`src/rtl/kld_pkg.sv`:
```
// ----------------------------------------------------------------------------
// kld_pkg
// Shared types and constants for the KL divergence accumulator.
// ----------------------------------------------------------------------------
`default_nettype none
package kld_pkg;

  localparam int unsigned IN_W  = 17;
  localparam int unsigned OUT_W = 48;

  // ln(2) in Q0.30
  localparam logic [29:0] LN2_Q30 = 30'd744261118;

  typedef struct packed {
    logic [IN_W-1:0] p_value;
    logic [IN_W-1:0] q_value;
    logic            last_in_row;
    logic            skip;        // p or q is zero
  } kld_item_t;

  typedef enum logic [2:0] {
    ST_IDLE,
    ST_LOG,
    ST_LN,
    ST_MUL,
    ST_ACC,
    ST_OUT
  } kld_state_e;

endpackage
`default_nettype wire

```
`src/rtl/kld_in_if.sv`:
```
// ----------------------------------------------------------------------------
// kld_in_if
// Input channel: one (p, q) pair per beat.
// ----------------------------------------------------------------------------
`default_nettype none
interface kld_in_if;
  logic                      valid;
  logic                      ready;
  logic [kld_pkg::IN_W-1:0]  p_value;
  logic [kld_pkg::IN_W-1:0]  q_value;
  logic                      last_in_row;

  modport source (output valid, p_value, q_value, last_in_row, input ready);
  modport sink   (input valid, p_value, q_value, last_in_row, output ready);
endinterface
`default_nettype wire

```
`src/rtl/kld_out_if.sv`:
```
// ----------------------------------------------------------------------------
// kld_out_if
// Output channel: one row result per beat.
// ----------------------------------------------------------------------------
`default_nettype none
interface kld_out_if;
  logic                      valid;
  logic                      ready;
  logic [kld_pkg::OUT_W-1:0] divergence;
  logic                      overflow;

  modport source (output valid, divergence, overflow, input ready);
  modport sink   (input valid, divergence, overflow, output ready);
endinterface
`default_nettype wire

```
`src/rtl/kld_front.sv`:
```
// ----------------------------------------------------------------------------
// kld_front
// Accepts pairs, flags zero samples and queues them (two entries).
// ----------------------------------------------------------------------------
`default_nettype none
module kld_front (
  input  wire logic          clk_i,
  input  wire logic          rst_ni,
  kld_in_if.sink             in_i,
  output kld_pkg::kld_item_t item_o,
  output logic               item_valid_o,
  input  wire logic          item_ready_i
);

  kld_pkg::kld_item_t slot_q [2];
  logic               rd_ptr_q, wr_ptr_q;
  logic [1:0]         count_q;
  logic               push, pop;

  assign in_i.ready   = (count_q != 2'd2);
  assign push         = in_i.valid && in_i.ready;
  assign item_valid_o = (count_q != 2'd0);
  assign pop          = item_valid_o && item_ready_i;
  assign item_o       = slot_q[rd_ptr_q];

  always_ff @(posedge clk_i) begin
    if (push) begin
      slot_q[wr_ptr_q].p_value     <= in_i.p_value;
      slot_q[wr_ptr_q].q_value     <= in_i.q_value;
      slot_q[wr_ptr_q].last_in_row <= in_i.last_in_row;
      slot_q[wr_ptr_q].skip        <= (in_i.p_value == '0) || (in_i.q_value == '0);
    end
  end

  always_ff @(posedge clk_i or negedge rst_ni) begin
    if (!rst_ni) begin
      rd_ptr_q <= 1'b0;
      wr_ptr_q <= 1'b0;
      count_q  <= 2'd0;
    end else begin
      if (push) wr_ptr_q <= ~wr_ptr_q;
      if (pop)  rd_ptr_q <= ~rd_ptr_q;
      count_q <= count_q + {1'b0, push} - {1'b0, pop};
    end
  end

`ifndef SYNTHESIS
  a_count_bound: assert property (@(posedge clk_i) disable iff (!rst_ni)
    count_q != 2'd3) else $error("queue count out of range");
  a_full_no_push: assert property (@(posedge clk_i) disable iff (!rst_ni)
    (count_q == 2'd2 && !pop) |=> count_q == 2'd2) else $error("full queue lost an entry");
  a_ptr_track: assert property (@(posedge clk_i) disable iff (!rst_ni)
    (count_q == 2'd0) |-> (rd_ptr_q == wr_ptr_q)) else $error("empty queue pointers differ");
`endif

endmodule
`default_nettype wire

```
`src/rtl/kld_back.sv`:
```
// ----------------------------------------------------------------------------
// kld_back
// Log2 by repeated squaring, ln scaling, p weighting, saturating accumulate.
// ----------------------------------------------------------------------------
`default_nettype none
module kld_back #(
  parameter int unsigned FRAC_BITS = 16,
  parameter int unsigned ACC_WIDTH = 48
) (
  input  wire logic               clk_i,
  input  wire logic               rst_ni,
  input  wire kld_pkg::kld_item_t item_i,
  input  wire logic               item_valid_i,
  output logic                    item_ready_o,
  kld_out_if.source               out_o
);

  localparam int unsigned LW = 5 + FRAC_BITS;      // log2 value width
  localparam int unsigned CW = $clog2(FRAC_BITS);
  localparam int unsigned RW = LW;                 // |ln ratio|
  localparam int unsigned TW = RW + 2;             // |term|
  localparam int unsigned IW = kld_pkg::IN_W;
  localparam int unsigned OW = kld_pkg::OUT_W;

  kld_pkg::kld_state_e state_q, state_d;
  kld_pkg::kld_item_t  item_q;

  logic                 sel_q;
  logic [CW-1:0]        cnt_q;
  logic [30:0]          m_q;
  logic [4:0]           e_q;
  logic [FRAC_BITS-1:0] frac_q;
  logic [LW-1:0]        lp_q;
  logic                 neg_q;
  logic [LW-1:0]        dmag_q;
  logic [RW-1:0]        rmag_q;
  logic [TW-1:0]        tmag_q;
  logic [ACC_WIDTH-1:0] sum_q;
  logic                 sat_q;
  logic                 out_valid_q;
  logic [OW-1:0]        div_q;
  logic                 ovf_q;

  // squaring step
  logic [61:0]          sq;
  logic [31:0]          sq_hi;
  logic                 fbit;
  logic [30:0]          m_d;
  logic [FRAC_BITS-1:0] frac_d;
  logic                 log_done;

  assign sq     = 62'(m_q) * 62'(m_q);
  assign sq_hi  = sq[61:30];
  assign fbit   = sq_hi[31];
  assign m_d    = fbit ? sq_hi[31:1] : sq_hi[30:0];
  assign frac_d = {frac_q[FRAC_BITS-2:0], fbit};
  assign log_done = (cnt_q == CW'(FRAC_BITS - 1));

  // normalization of the next operand
  logic [IW-1:0] x_sel;
  logic [4:0]    x_e;
  logic [30:0]   x_m;

  always_comb begin
    // p is loaded while idle, q once the p log is done
    x_sel = (state_q == kld_pkg::ST_LOG) ? item_q.q_value : item_i.p_value;
    x_e = '0;
    for (int i = 0; i < IW; i++) begin
      if (x_sel[i]) x_e = 5'(i);
    end
    x_m = 31'({14'b0, x_sel}) << (5'd30 - x_e);
  end

  // difference of the logs
  logic [LW-1:0] lq;
  logic [LW:0]   diff;
  assign lq   = {e_q, frac_d};
  assign diff = {1'b0, lp_q} - {1'b0, lq};

  // ln scaling and weighting
  logic [LW+29:0] ln_prod;
  logic [RW+IW:0] t_prod;
  assign ln_prod = (LW+30)'(dmag_q) * (LW+30)'(kld_pkg::LN2_Q30)
                 + ((LW+30)'(1) << 29);
  assign t_prod  = (RW+IW+1)'(rmag_q) * (RW+IW+1)'(item_q.p_value)
                 + ((RW+IW+1)'(1) << 15);

  // saturating accumulate
  logic signed [ACC_WIDTH:0]   term_ext, acc_ext, hi_ext, lo_ext;
  logic [ACC_WIDTH-1:0]        sum_next;
  logic                        sat_hit;

  always_comb begin
    term_ext = neg_q ? -$signed((ACC_WIDTH+1)'(tmag_q)) : $signed((ACC_WIDTH+1)'(tmag_q));
    acc_ext  = $signed({sum_q[ACC_WIDTH-1], sum_q}) + term_ext;
    hi_ext   = $signed({2'b00, {(ACC_WIDTH-1){1'b1}}});
    lo_ext   = $signed({2'b11, {(ACC_WIDTH-1){1'b0}}});
    sat_hit  = 1'b0;
    sum_next = acc_ext[ACC_WIDTH-1:0];
    if (acc_ext > hi_ext) begin
      sum_next = hi_ext[ACC_WIDTH-1:0];
      sat_hit  = 1'b1;
    end else if (acc_ext < lo_ext) begin
      sum_next = lo_ext[ACC_WIDTH-1:0];
      sat_hit  = 1'b1;
    end
  end

  logic out_free;
  assign out_free     = !out_valid_q || out_o.ready;
  assign item_ready_o = (state_q == kld_pkg::ST_IDLE);

  always_comb begin
    state_d = state_q;
    case (state_q)
      kld_pkg::ST_IDLE: if (item_valid_i) begin
        state_d = item_i.skip ? kld_pkg::ST_ACC : kld_pkg::ST_LOG;
      end
      kld_pkg::ST_LOG:  if (log_done && sel_q) state_d = kld_pkg::ST_LN;
      kld_pkg::ST_LN:   state_d = kld_pkg::ST_MUL;
      kld_pkg::ST_MUL:  state_d = kld_pkg::ST_ACC;
      kld_pkg::ST_ACC:  state_d = item_q.last_in_row ? kld_pkg::ST_OUT : kld_pkg::ST_IDLE;
      kld_pkg::ST_OUT:  if (out_free) state_d = kld_pkg::ST_IDLE;
      default:          state_d = kld_pkg::ST_IDLE;
    endcase
  end

  always_ff @(posedge clk_i or negedge rst_ni) begin
    if (!rst_ni) begin
      state_q     <= kld_pkg::ST_IDLE;
      sum_q       <= '0;
      sat_q       <= 1'b0;
      out_valid_q <= 1'b0;
    end else begin
      state_q <= state_d;
      if (state_q == kld_pkg::ST_OUT && out_free) out_valid_q <= 1'b1;
      else if (out_o.ready)                       out_valid_q <= 1'b0;
      if (state_q == kld_pkg::ST_ACC) begin
        sum_q <= sum_next;
        if (sat_hit) sat_q <= 1'b1;
      end
      if (state_q == kld_pkg::ST_OUT && out_free) begin
        sum_q       <= '0;
        sat_q       <= 1'b0;
      end
    end
  end

  always_ff @(posedge clk_i) begin
    case (state_q)
      kld_pkg::ST_IDLE: begin
        item_q <= item_i;
        sel_q  <= 1'b0;
        cnt_q  <= '0;
        frac_q <= '0;
        e_q    <= x_e;
        m_q    <= x_m;
        neg_q  <= 1'b0;
        tmag_q <= '0;
      end
      kld_pkg::ST_LOG: begin
        if (!log_done) begin
          cnt_q  <= cnt_q + CW'(1);
          m_q    <= m_d;
          frac_q <= frac_d;
        end else begin
          cnt_q  <= '0;
          frac_q <= '0;
          if (!sel_q) begin
            // p done, start q
            lp_q  <= {e_q, frac_d};
            sel_q <= 1'b1;
            e_q   <= x_e;
            m_q   <= x_m;
          end else begin
            neg_q  <= diff[LW];
            dmag_q <= diff[LW] ? LW'(-diff) : diff[LW-1:0];
          end
        end
      end
      kld_pkg::ST_LN:  rmag_q <= ln_prod[RW+29:30];
      kld_pkg::ST_MUL: tmag_q <= t_prod[TW+15:16];
      kld_pkg::ST_OUT: if (out_free) begin
        div_q <= OW'({{OW{sum_q[ACC_WIDTH-1]}}, sum_q});
        ovf_q <= sat_q;
      end
      default: ;
    endcase
  end

  assign out_o.valid      = out_valid_q;
  assign out_o.divergence = div_q;
  assign out_o.overflow   = ovf_q;

`ifndef SYNTHESIS
  a_sat_at_limit: assert property (@(posedge clk_i) disable iff (!rst_ni)
    $rose(sat_q) |-> (sum_q == {1'b0, {(ACC_WIDTH-1){1'b1}}}
                   || sum_q == {1'b1, {(ACC_WIDTH-1){1'b0}}}))
    else $error("overflow set without saturated sum");
  a_mant_norm: assert property (@(posedge clk_i) disable iff (!rst_ni)
    (state_q == kld_pkg::ST_LOG) |-> m_q[30]) else $error("mantissa not normalized");
  a_out_clears: assert property (@(posedge clk_i) disable iff (!rst_ni)
    (state_q == kld_pkg::ST_OUT && out_free) |=> (sum_q == '0 && !sat_q && out_valid_q))
    else $error("row end did not clear the sum");
`endif

endmodule
`default_nettype wire

```
`src/rtl/kl_divergence_accumulator.sv`:
```
// Sequence: a nonzero pair runs the p log, then the q log, then the ln, multiply and
//   accumulate states; a pair with a zero sample goes straight to accumulate.
// One squarer serves both logs; the block takes no new pair until the last one is
//   through, and a row's last pair adds the output state, which waits out any output
//   stall; a two-entry queue buffers input.
// Reset: asynchronous, active low; clears the sum, overflow flag and queue.
// ----------------------------------------------------------------------------
// kl_divergence_accumulator
// Row-wise sum of p*ln(p/q) with saturation and overflow flag.
// ----------------------------------------------------------------------------
`default_nettype none
module kl_divergence_accumulator #(
  parameter int unsigned FRAC_BITS = 16,
  parameter int unsigned ACC_WIDTH = 48
) (
  input  wire logic clk_i,
  input  wire logic rst_ni,
  kld_in_if.sink    in_i,
  kld_out_if.source out_o
);

  kld_pkg::kld_item_t item;
  logic               item_valid;
  logic               item_ready;

  kld_front u_front (
    .clk_i        (clk_i),
    .rst_ni       (rst_ni),
    .in_i         (in_i),
    .item_o       (item),
    .item_valid_o (item_valid),
    .item_ready_i (item_ready)
  );

  kld_back #(
    .FRAC_BITS (FRAC_BITS),
    .ACC_WIDTH (ACC_WIDTH)
  ) u_back (
    .clk_i        (clk_i),
    .rst_ni       (rst_ni),
    .item_i       (item),
    .item_valid_i (item_valid),
    .item_ready_o (item_ready),
    .out_o        (out_o)
  );

endmodule
`default_nettype wire
```
`src/flat_wrapper.sv`:
```
// flat-port wrapper written by rule: the top's interface ports become plain ports
module kl_divergence_accumulator_flat 
#(
  parameter int unsigned FRAC_BITS = 16,
  parameter int unsigned ACC_WIDTH = 48
)
  (clk_i, rst_ni, in_i_valid, in_i_p_value, in_i_q_value, in_i_last_in_row, in_i_ready, out_o_valid, out_o_divergence, out_o_overflow, out_o_ready);
  kld_in_if in_i_i ();
  kld_out_if out_o_i ();
  input  wire logic clk_i;
  input  wire logic rst_ni;
  input wire logic [$bits(in_i_i.valid)-1:0] in_i_valid;
  input wire logic [$bits(in_i_i.p_value)-1:0] in_i_p_value;
  input wire logic [$bits(in_i_i.q_value)-1:0] in_i_q_value;
  input wire logic [$bits(in_i_i.last_in_row)-1:0] in_i_last_in_row;
  output wire logic [$bits(in_i_i.ready)-1:0] in_i_ready;
  output wire logic [$bits(out_o_i.valid)-1:0] out_o_valid;
  output wire logic [$bits(out_o_i.divergence)-1:0] out_o_divergence;
  output wire logic [$bits(out_o_i.overflow)-1:0] out_o_overflow;
  input wire logic [$bits(out_o_i.ready)-1:0] out_o_ready;
  assign in_i_i.valid = in_i_valid;
  assign in_i_i.p_value = in_i_p_value;
  assign in_i_i.q_value = in_i_q_value;
  assign in_i_i.last_in_row = in_i_last_in_row;
  assign in_i_ready = in_i_i.ready;
  assign out_o_valid = out_o_i.valid;
  assign out_o_divergence = out_o_i.divergence;
  assign out_o_overflow = out_o_i.overflow;
  assign out_o_i.ready = out_o_ready;
  kl_divergence_accumulator #(.FRAC_BITS(FRAC_BITS), .ACC_WIDTH(ACC_WIDTH)) u_core (.clk_i(clk_i), .rst_ni(rst_ni), .in_i(in_i_i), .out_o(out_o_i));
endmodule
```
`config.mk`:
```
export PLATFORM = sky130hd
export DESIGN_NAME = kl_divergence_accumulator_flat
export DESIGN_NICKNAME = d
export VERILOG_FILES = /design/src/rtl/kld_pkg.sv /design/src/rtl/kld_in_if.sv /design/src/rtl/kld_out_if.sv /design/src/rtl/kld_front.sv /design/src/rtl/kld_back.sv /design/src/rtl/kl_divergence_accumulator.sv /design/src/flat_wrapper.sv
export SDC_FILE = /design/constraint.sdc
export NUM_CORES = 2
export LEC_CHECK = 0
export BUFFER_PORTS_ARGS = -buffer_cell sky130_fd_sc_hd__buf_4
export CAP_MARGIN = 40
export CORE_MARGIN = 2
export CORE_UTILIZATION = 45
export CTS_CLUSTER_SIZE = 8
export DETAILED_ROUTE_END_ITERATION = 16
export MAX_ROUTING_LAYER = met4
export RECOVER_POWER = 100
export SLEW_MARGIN = 20
export SYNTH_ARGS = -nofsm -noshare
export SYNTH_HDL_FRONTEND = slang
export SYNTH_SLANG_ARGS = --single-unit
```
`constraint.sdc`:
```
create_clock -name clk_i -period 12.2 [get_ports clk_i]
set_input_delay 0.61 -clock clk_i [delete_from_list [all_inputs] [get_ports clk_i]]
set_output_delay 0.61 -clock clk_i [all_outputs]
set_load 0.005 [all_outputs]
```
### Yosys cells after proc, flatten, opt, wreduce, memory -nomap -nowiden

Memories as Yosys holds them, arrays and structs flattened.
Index checks and enable logic that the tools add are counted.

* word-level logic and storage cells: 136
* bits of input ports: 39
* memories: 1
* output and inout bits: 51
* register bits: 284
* memory bits (writable): 72

* reduce and logical (&&, ||, !) cells: 25
* add/sub/neg operators: 10
* shifts and indexed selects: 1
* eq/ne operators: 14
* magnitude comparators: 2
* muxes and demuxes: 55
* $mul: 3
* bitwise logic cells: 3

Memory list
* u_core.u_front.slot_q: depth 2, width 36, rd ports 1, clocked after Yosys merged registers in 0, wr ports 1, line kld_front.sv:15 `kld_pkg::kld_item_t slot_q [2];`

Operators by type and width (number)
* 48-bit 2-to-1 mux: 4
* 31-bit 2-to-1 mux: 3
* 5-bit 2-to-1 mux: 16
* 31-bit by 31-bit multiplier with 62-bit output: 1
* 31-bit one-hot mux with 2 select lines: 1
* 51-bit by 30-bit adder with 51-bit output, second input constant: 1
* 21-bit by 29-bit multiplier with 50-bit output, second input constant: 1
* 48-bit by 49-bit adder with 49-bit output: 1
* 49-bit by 48-bit > comparator with 1-bit output, second input constant: 1
* 49-bit by 48-bit < comparator with 1-bit output, second input constant: 1
* 49-bit 2-to-1 mux: 1
* 23-bit negator with 49-bit output: 1
* 23-bit one-hot mux with 2 select lines: 1
* 38-bit by 16-bit adder with 39-bit output, second input constant: 1
* 21-bit by 17-bit multiplier with 38-bit output: 1
* 17-bit logical NOT: 2
* 17-bit by 5-bit << shifter with 31-bit output: 1
* 15-bit one-hot mux with 2 select lines: 1
* 21-bit by 21-bit subtractor with 22-bit output: 1
* 21-bit 2-to-1 mux: 1
* 21-bit negator: 1
* 3-bit one-hot mux with 6 select lines: 1
* 17-bit 2-to-1 mux: 1
* 15-bit 2-to-1 mux: 1
* other kinds (26): 68

### Longest topological paths before layout

* depth after elaboration: 23
* depth in mapped cells: 48
* depth with buffers taken out: 43

### Cells and area by module

From an unflattened synthesis, not the netlist that was laid out.

* cells, all modules: 6703
* area total of the unflattened synthesis: 66550.1 um2

By module, submodules not included
* kld_back: cells an instance 6556, sequential area each 8142.8 um2, times used 1, area an instance 63646.0 um2
* kld_front: cells an instance 147, sequential area each 2262.2 um2, times used 1, area an instance 2904.0 um2

### Least setup slack after synthesis

OpenSTA, ideal clock, no wires.

* path type: register -> register
* from: register u_core.u_back.m_q[12]
* to: register u_core.u_back.dmag_q[17], data pin
* slack: 0.688 ns
* path buffers: 4
* period minus slack after synthesis: 11.512 ns
* data arrival time: 11.238 ns
* cell stages (with the launch flop): 46
* path through: edfxtp_1 -> clkbuf_1 -> clkbuf_1 -> nand2_1 -> fa_1 -> fa_1 -> inv_1 -> fa_1 -> inv_1 -> fa_1 -> inv_1 -> fa_1 -> fa_1 -> fa_1 -> inv_1 -> fa_1 -> inv_1 -> ha_1 -> [... 10 more ...] -> clkbuf_1 -> inv_2 -> clkbuf_1 -> ha_1 -> inv_1 -> fa_1 -> a21o_1 -> a21oi_1 -> nor2b_1 -> o21a_1 -> nor2_1 -> xnor2_1 -> or3_1 -> or2_1 -> or4_1 -> or3_1 -> o41ai_1 -> xor2_1

* longest elaborated chain between the ends: 4

Ends and longest elaborated chain
* from (decl): line kld_back.sv:30 `logic [30:0] m_q;`
* from (signal assigned): line kld_back.sv:157 `m_q <= x_m;`
* from (signal assigned): line kld_back.sv:164 `m_q <= m_d;`
* from (signal assigned): line kld_back.sv:174 `m_q <= x_m;`
* 31-bit by 31-bit multiplier with 62-bit output (*): line kld_back.sv:52 `assign sq = 62'(m_q) * 62'(m_q);`
* net u_core.u_back.sq[61]: line kld_back.sv:45 `logic [61:0] sq;`
* 21-bit by 21-bit subtractor with 22-bit output (*): line kld_back.sv:78 `assign diff = {1'b0, lp_q} - {1'b0, lq};`
* 21-bit negator: line kld_back.sv:177 `dmag_q <= diff[LW] ? LW'(-diff) : diff[LW-1:0];`
* 21-bit 2-to-1 mux (*): line kld_back.sv:177
* to (signal assigned): line kld_back.sv:177
* to (decl): line kld_back.sv:35 `logic [LW-1:0] dmag_q;`

Mark *: on every way through the listed nets, which the timed path passes. The rest lies on a longest branch.
A chain may end at the register's enable or synchronous reset.

### Worst setup path in the final report

* from: register u_core.u_back.m_q[17]
* to: register u_core.u_back.dmag_q[17], data pin

* longest elaborated chain between the ends: 4

Ends and longest elaborated chain (line)
* 31-bit by 31-bit multiplier with 62-bit output (*): kld_back.sv:52
* 21-bit by 21-bit subtractor with 22-bit output (*): kld_back.sv:78
* 21-bit negator: kld_back.sv:177
* 21-bit 2-to-1 mux (*): kld_back.sv:177

Every way passes the cells marked *; elsewhere a longest branch is shown, timed or not.

==> flow_metrics.tcl <==
set metrics [dict create \
    status "finished with violations" \
    violations "capacitance limit, slew limit" \
    clk_path_buf_depth 3 \
    wire_per_inst_um 19.8 \
    synth_cells 6710 \
    ys_seq_area_frac 0.156 \
    synth_seq_cells 356 \
    synthesis.area_sq_um 66500 \
    cts-htree-levels 2 \
    worst_r2r_endpoint "u_core.u_back.dmag_q[17]" \
    start_util 0.451 \
    fill_cells 13800 \
    slew_violations 417 \
    synth_largest_area_cell "fa_1" \
    area_growth_pct 7.40 \
    worst_pin_slew_ns 2.90 \
    grt_pass1_wl_um 277000 \
    cts_root_buf "clkbuf_16" \
    grt_max_degree 58 \
    drt_iter0_markers 2843 \
    final_util 0.485 \
    placeableCoreArea_sq_um 147000 \
    antenna_found_initial 8 \
    synth-edff-count 299 \
    drc_errors 0 \
    avgViaCountPerCell 5.28 \
    die_w_um 388 \
    setup_viol 0 \
    rrSetupSlack_ns 0.55 \
    nets 8748 \
    crit_end "u_core.u_back.dmag_q[17]" \
    io_buffers 89 \
    cts_num_sinks 356 \
    die_area_sq_um 151000 \
    cap_viol_max_count 11 \
    timing.slew.headroom -0.933 \
    overflow 0 \
    ff2ff_path_depth 40 \
    postRouteAntennaNets 0 \
    cpMostUsedCell "fa_1" \
    worstSetupEndpointType "flip-flop" \
    numCtsBuffers 54 \
    io_pins 90 \
    cts_tree "built" \
    crit_fanout 11 \
    seq_area_sq_um 10400 \
    startpoint "u_core.u_back.m_q[17]" \
    place.gp.congestion 0.961 \
    grt_pass1_vias 49600 \
    crit-reg2reg-launch "u_core.u_back.m_q[17]" \
    ys.flop_type "edfxtp_1" \
    synth_fp_nets 8695 \
    min_path_type "input port to flip-flop" \
    drive_gt1_frac 0.0452 \
    wirelength_um 173000 \
    grt_use_total 0.242 \
    avgSynthCellArea_sq_um 9.91 \
    yosys-top-cells-area "fa_1, edfxtp_1, ha_1" \
    ys_async_sr_fraction 0.160 \
    fin_crit_ns 11.65 \
    synth_top_area_frac 0.376 \
    timing.fmax_mhz 85.9 \
    yosysWarnings 0 \
    multiInputGateArea_sq_um 49000 \
    clk_latency_ns 0.67 \
    ys_types 98 \
    cp.arrival_ns 12.06 \
    die_y_um 388 \
    max_stage_delay_ns 0.72 \
    hold_viol_final 0 \
    clock_skew_ns 0.0650 \
    layout_worst_path_cycle_share 0.955 \
    cp.required_ns 12.61 \
    clkTransAtPathRegs_ns 0.06 \
    crit_slowest_cell "edfxtp_1" \
    crit_type "flip-flop to flip-flop" \
    drtPass1Iterations 5 \
    fin_tns_setup_ns 0 \
    via_count 46200 \
    dp_hpwl_um 143000 \
    worstSetupStartpointType "flip-flop" \
    rsz0062_at_grt "no" \
    rows 141 \
]
## what timing repair did
action                                 4_1_cts  5_1_grt
setup endpoints to repair                    0        5
hold buffers                                 0        1
endpoints found under the hold margin        0       23
resized for setup                            0        9
setup buffers                                0       15
## worst min-delay path by stage
| stage | startpoint | to | slack, ns | cells past startpoint |
|---|---|---|---|---|
| after CTS | rst_ni | u_core.u_back.sum_q[42] | 0.04 | 1 |
| after detailed placement | u_core.u_back.frac_q[4] | u_core.u_back.lp_q[5] | 0.43 | 0 |
| after global routing | in_i_q_value[15] | u_core.u_front.slot_q[0][17] | 0.19 | 1 |
| after floorplan | rst_ni | u_core.u_back.out_o.valid | 0.31 | 0 |
| final | in_i_q_value[15] | u_core.u_front.slot_q[0][17] | 0.20 | 1 |
| after global placement | u_core.u_back.frac_q[3] | u_core.u_back.lp_q[4] | 0.43 | 0 |
## through the flow
step	instance area, sq um	std cells	hold slack (ns)	setup slack [ns]
finish	71400	8747	0.198	0.552
global route	71400	8745	0.192	0.0113
CTS	71400	8713	0.0409	0.381
floorplan	66500	6710	0.314	0.688
global placement	69400	8597	0.428	0.487
detailed placement	69700	8611	0.435	0.311
## sequential cells by signal, summed over array words and instances, names as in the netlist
name and flops:
u_core.u_front.slot_q 72, u_core.u_back.out_o.divergence 48, u_core.u_back.sum_q 48, u_core.u_back.item_q 35
u_core.u_back.m_q 31, u_core.u_back.tmag_q 23, u_core.u_back.dmag_q 21, u_core.u_back.lp_q 21
u_core.u_back.rmag_q 21, u_core.u_back.frac_q 15, u_core.u_back.e_q 5, u_core.u_back.cnt_q 4
u_core.u_back.state_q 3, u_core.u_front.count_q 2, u_core.u_back.neg_q 1, u_core.u_back.out_o.overflow 1
u_core.u_back.out_o.valid 1, u_core.u_back.sat_q 1, u_core.u_back.sel_q 1, u_core.u_front.rd_ptr_q 1
u_core.u_front.wr_ptr_q 1
## cells in the final DEF (no fill, tap or decap), types with 63 or more instances in the layout
cell type,count
nand2_1,647
fa_1,1248
o21ai_0,107
a21o_1,105
a21oi_1,177
nor2_1,222
edfxtp_1,299
xnor2_1,142
inv_1,1618
ha_1,698
and2_1,311
buf_4,89
xor2_1,63
clkbuf_1,103
## final cells by class
| type | instances | area share |
|---|---|---|
| timing repair buffer | 226 | 0.0250 |
| sequential | 356 | 0.146 |
| tap | 1930 | 0.0338 |
| clock inverter | 7 | 0.00228 |
| antenna | 8 | 0.000280 |
| inverter | 1622 | 0.0853 |
| multi-input combinational | 4503 | 0.686 |
| clock buffer | 95 | 0.0215 |
## kinds of logic (layout without fill, tap and decap cells)
logic type                 Yosys count  after routing  synth area share
AOI/OAI and AO/OA                  747            747            0.0780
and+or+nand+nor                   1516           1516             0.110
xor gates and xnor gates           207            207            0.0274
muxes                               87             87            0.0145
DFF                                356            356             0.156
buffers and inverters             1851           1950             0.107
other                                0              8                 0
adders and majority gates         1946           1946             0.507
## per-layer routing
metal / vias up / wire length [um] / track usage
met2: 1260 / 82100 / 0.392
met3: 276 / 11200 / 0.0378
li1: 21200 / - / -
met1: 23400 / 75200 / 0.320
met4: 0 / 4670 / 0.0599
met5: - / 0 / -
## synth_stat cells, types with 53 or more instances
cell type / count
a21oi_1: 177
a21o_1: 105
dfrtp_1: 57
xnor2_1: 143
ha_1: 698
a221o_1: 53
nor3_1: 60
nand2_1: 647
and2_1: 312
edfxtp_1: 299
clkbuf_1: 204
nor2_1: 229
fa_1: 1248
inv_1: 1617
o21ai_0: 99
xor2_1: 63
## critical path, delay by kind of cell (launching register included)
| family | cells | cell delay (ns) |
|---|---|---|
| flops | 1 | 0.72 |
| buf+inv | 6 | 0.66 |
| fa+ha+maj | 11 | 4.84 |
| compound gates | 12 | 2.65 |
| xor+xnor | 2 | 0.22 |
| simple gates | 9 | 2.35 |
Power is not shown: default switching activity piles up to over one toggle a cycle in this logic, so the estimate is an artifact.
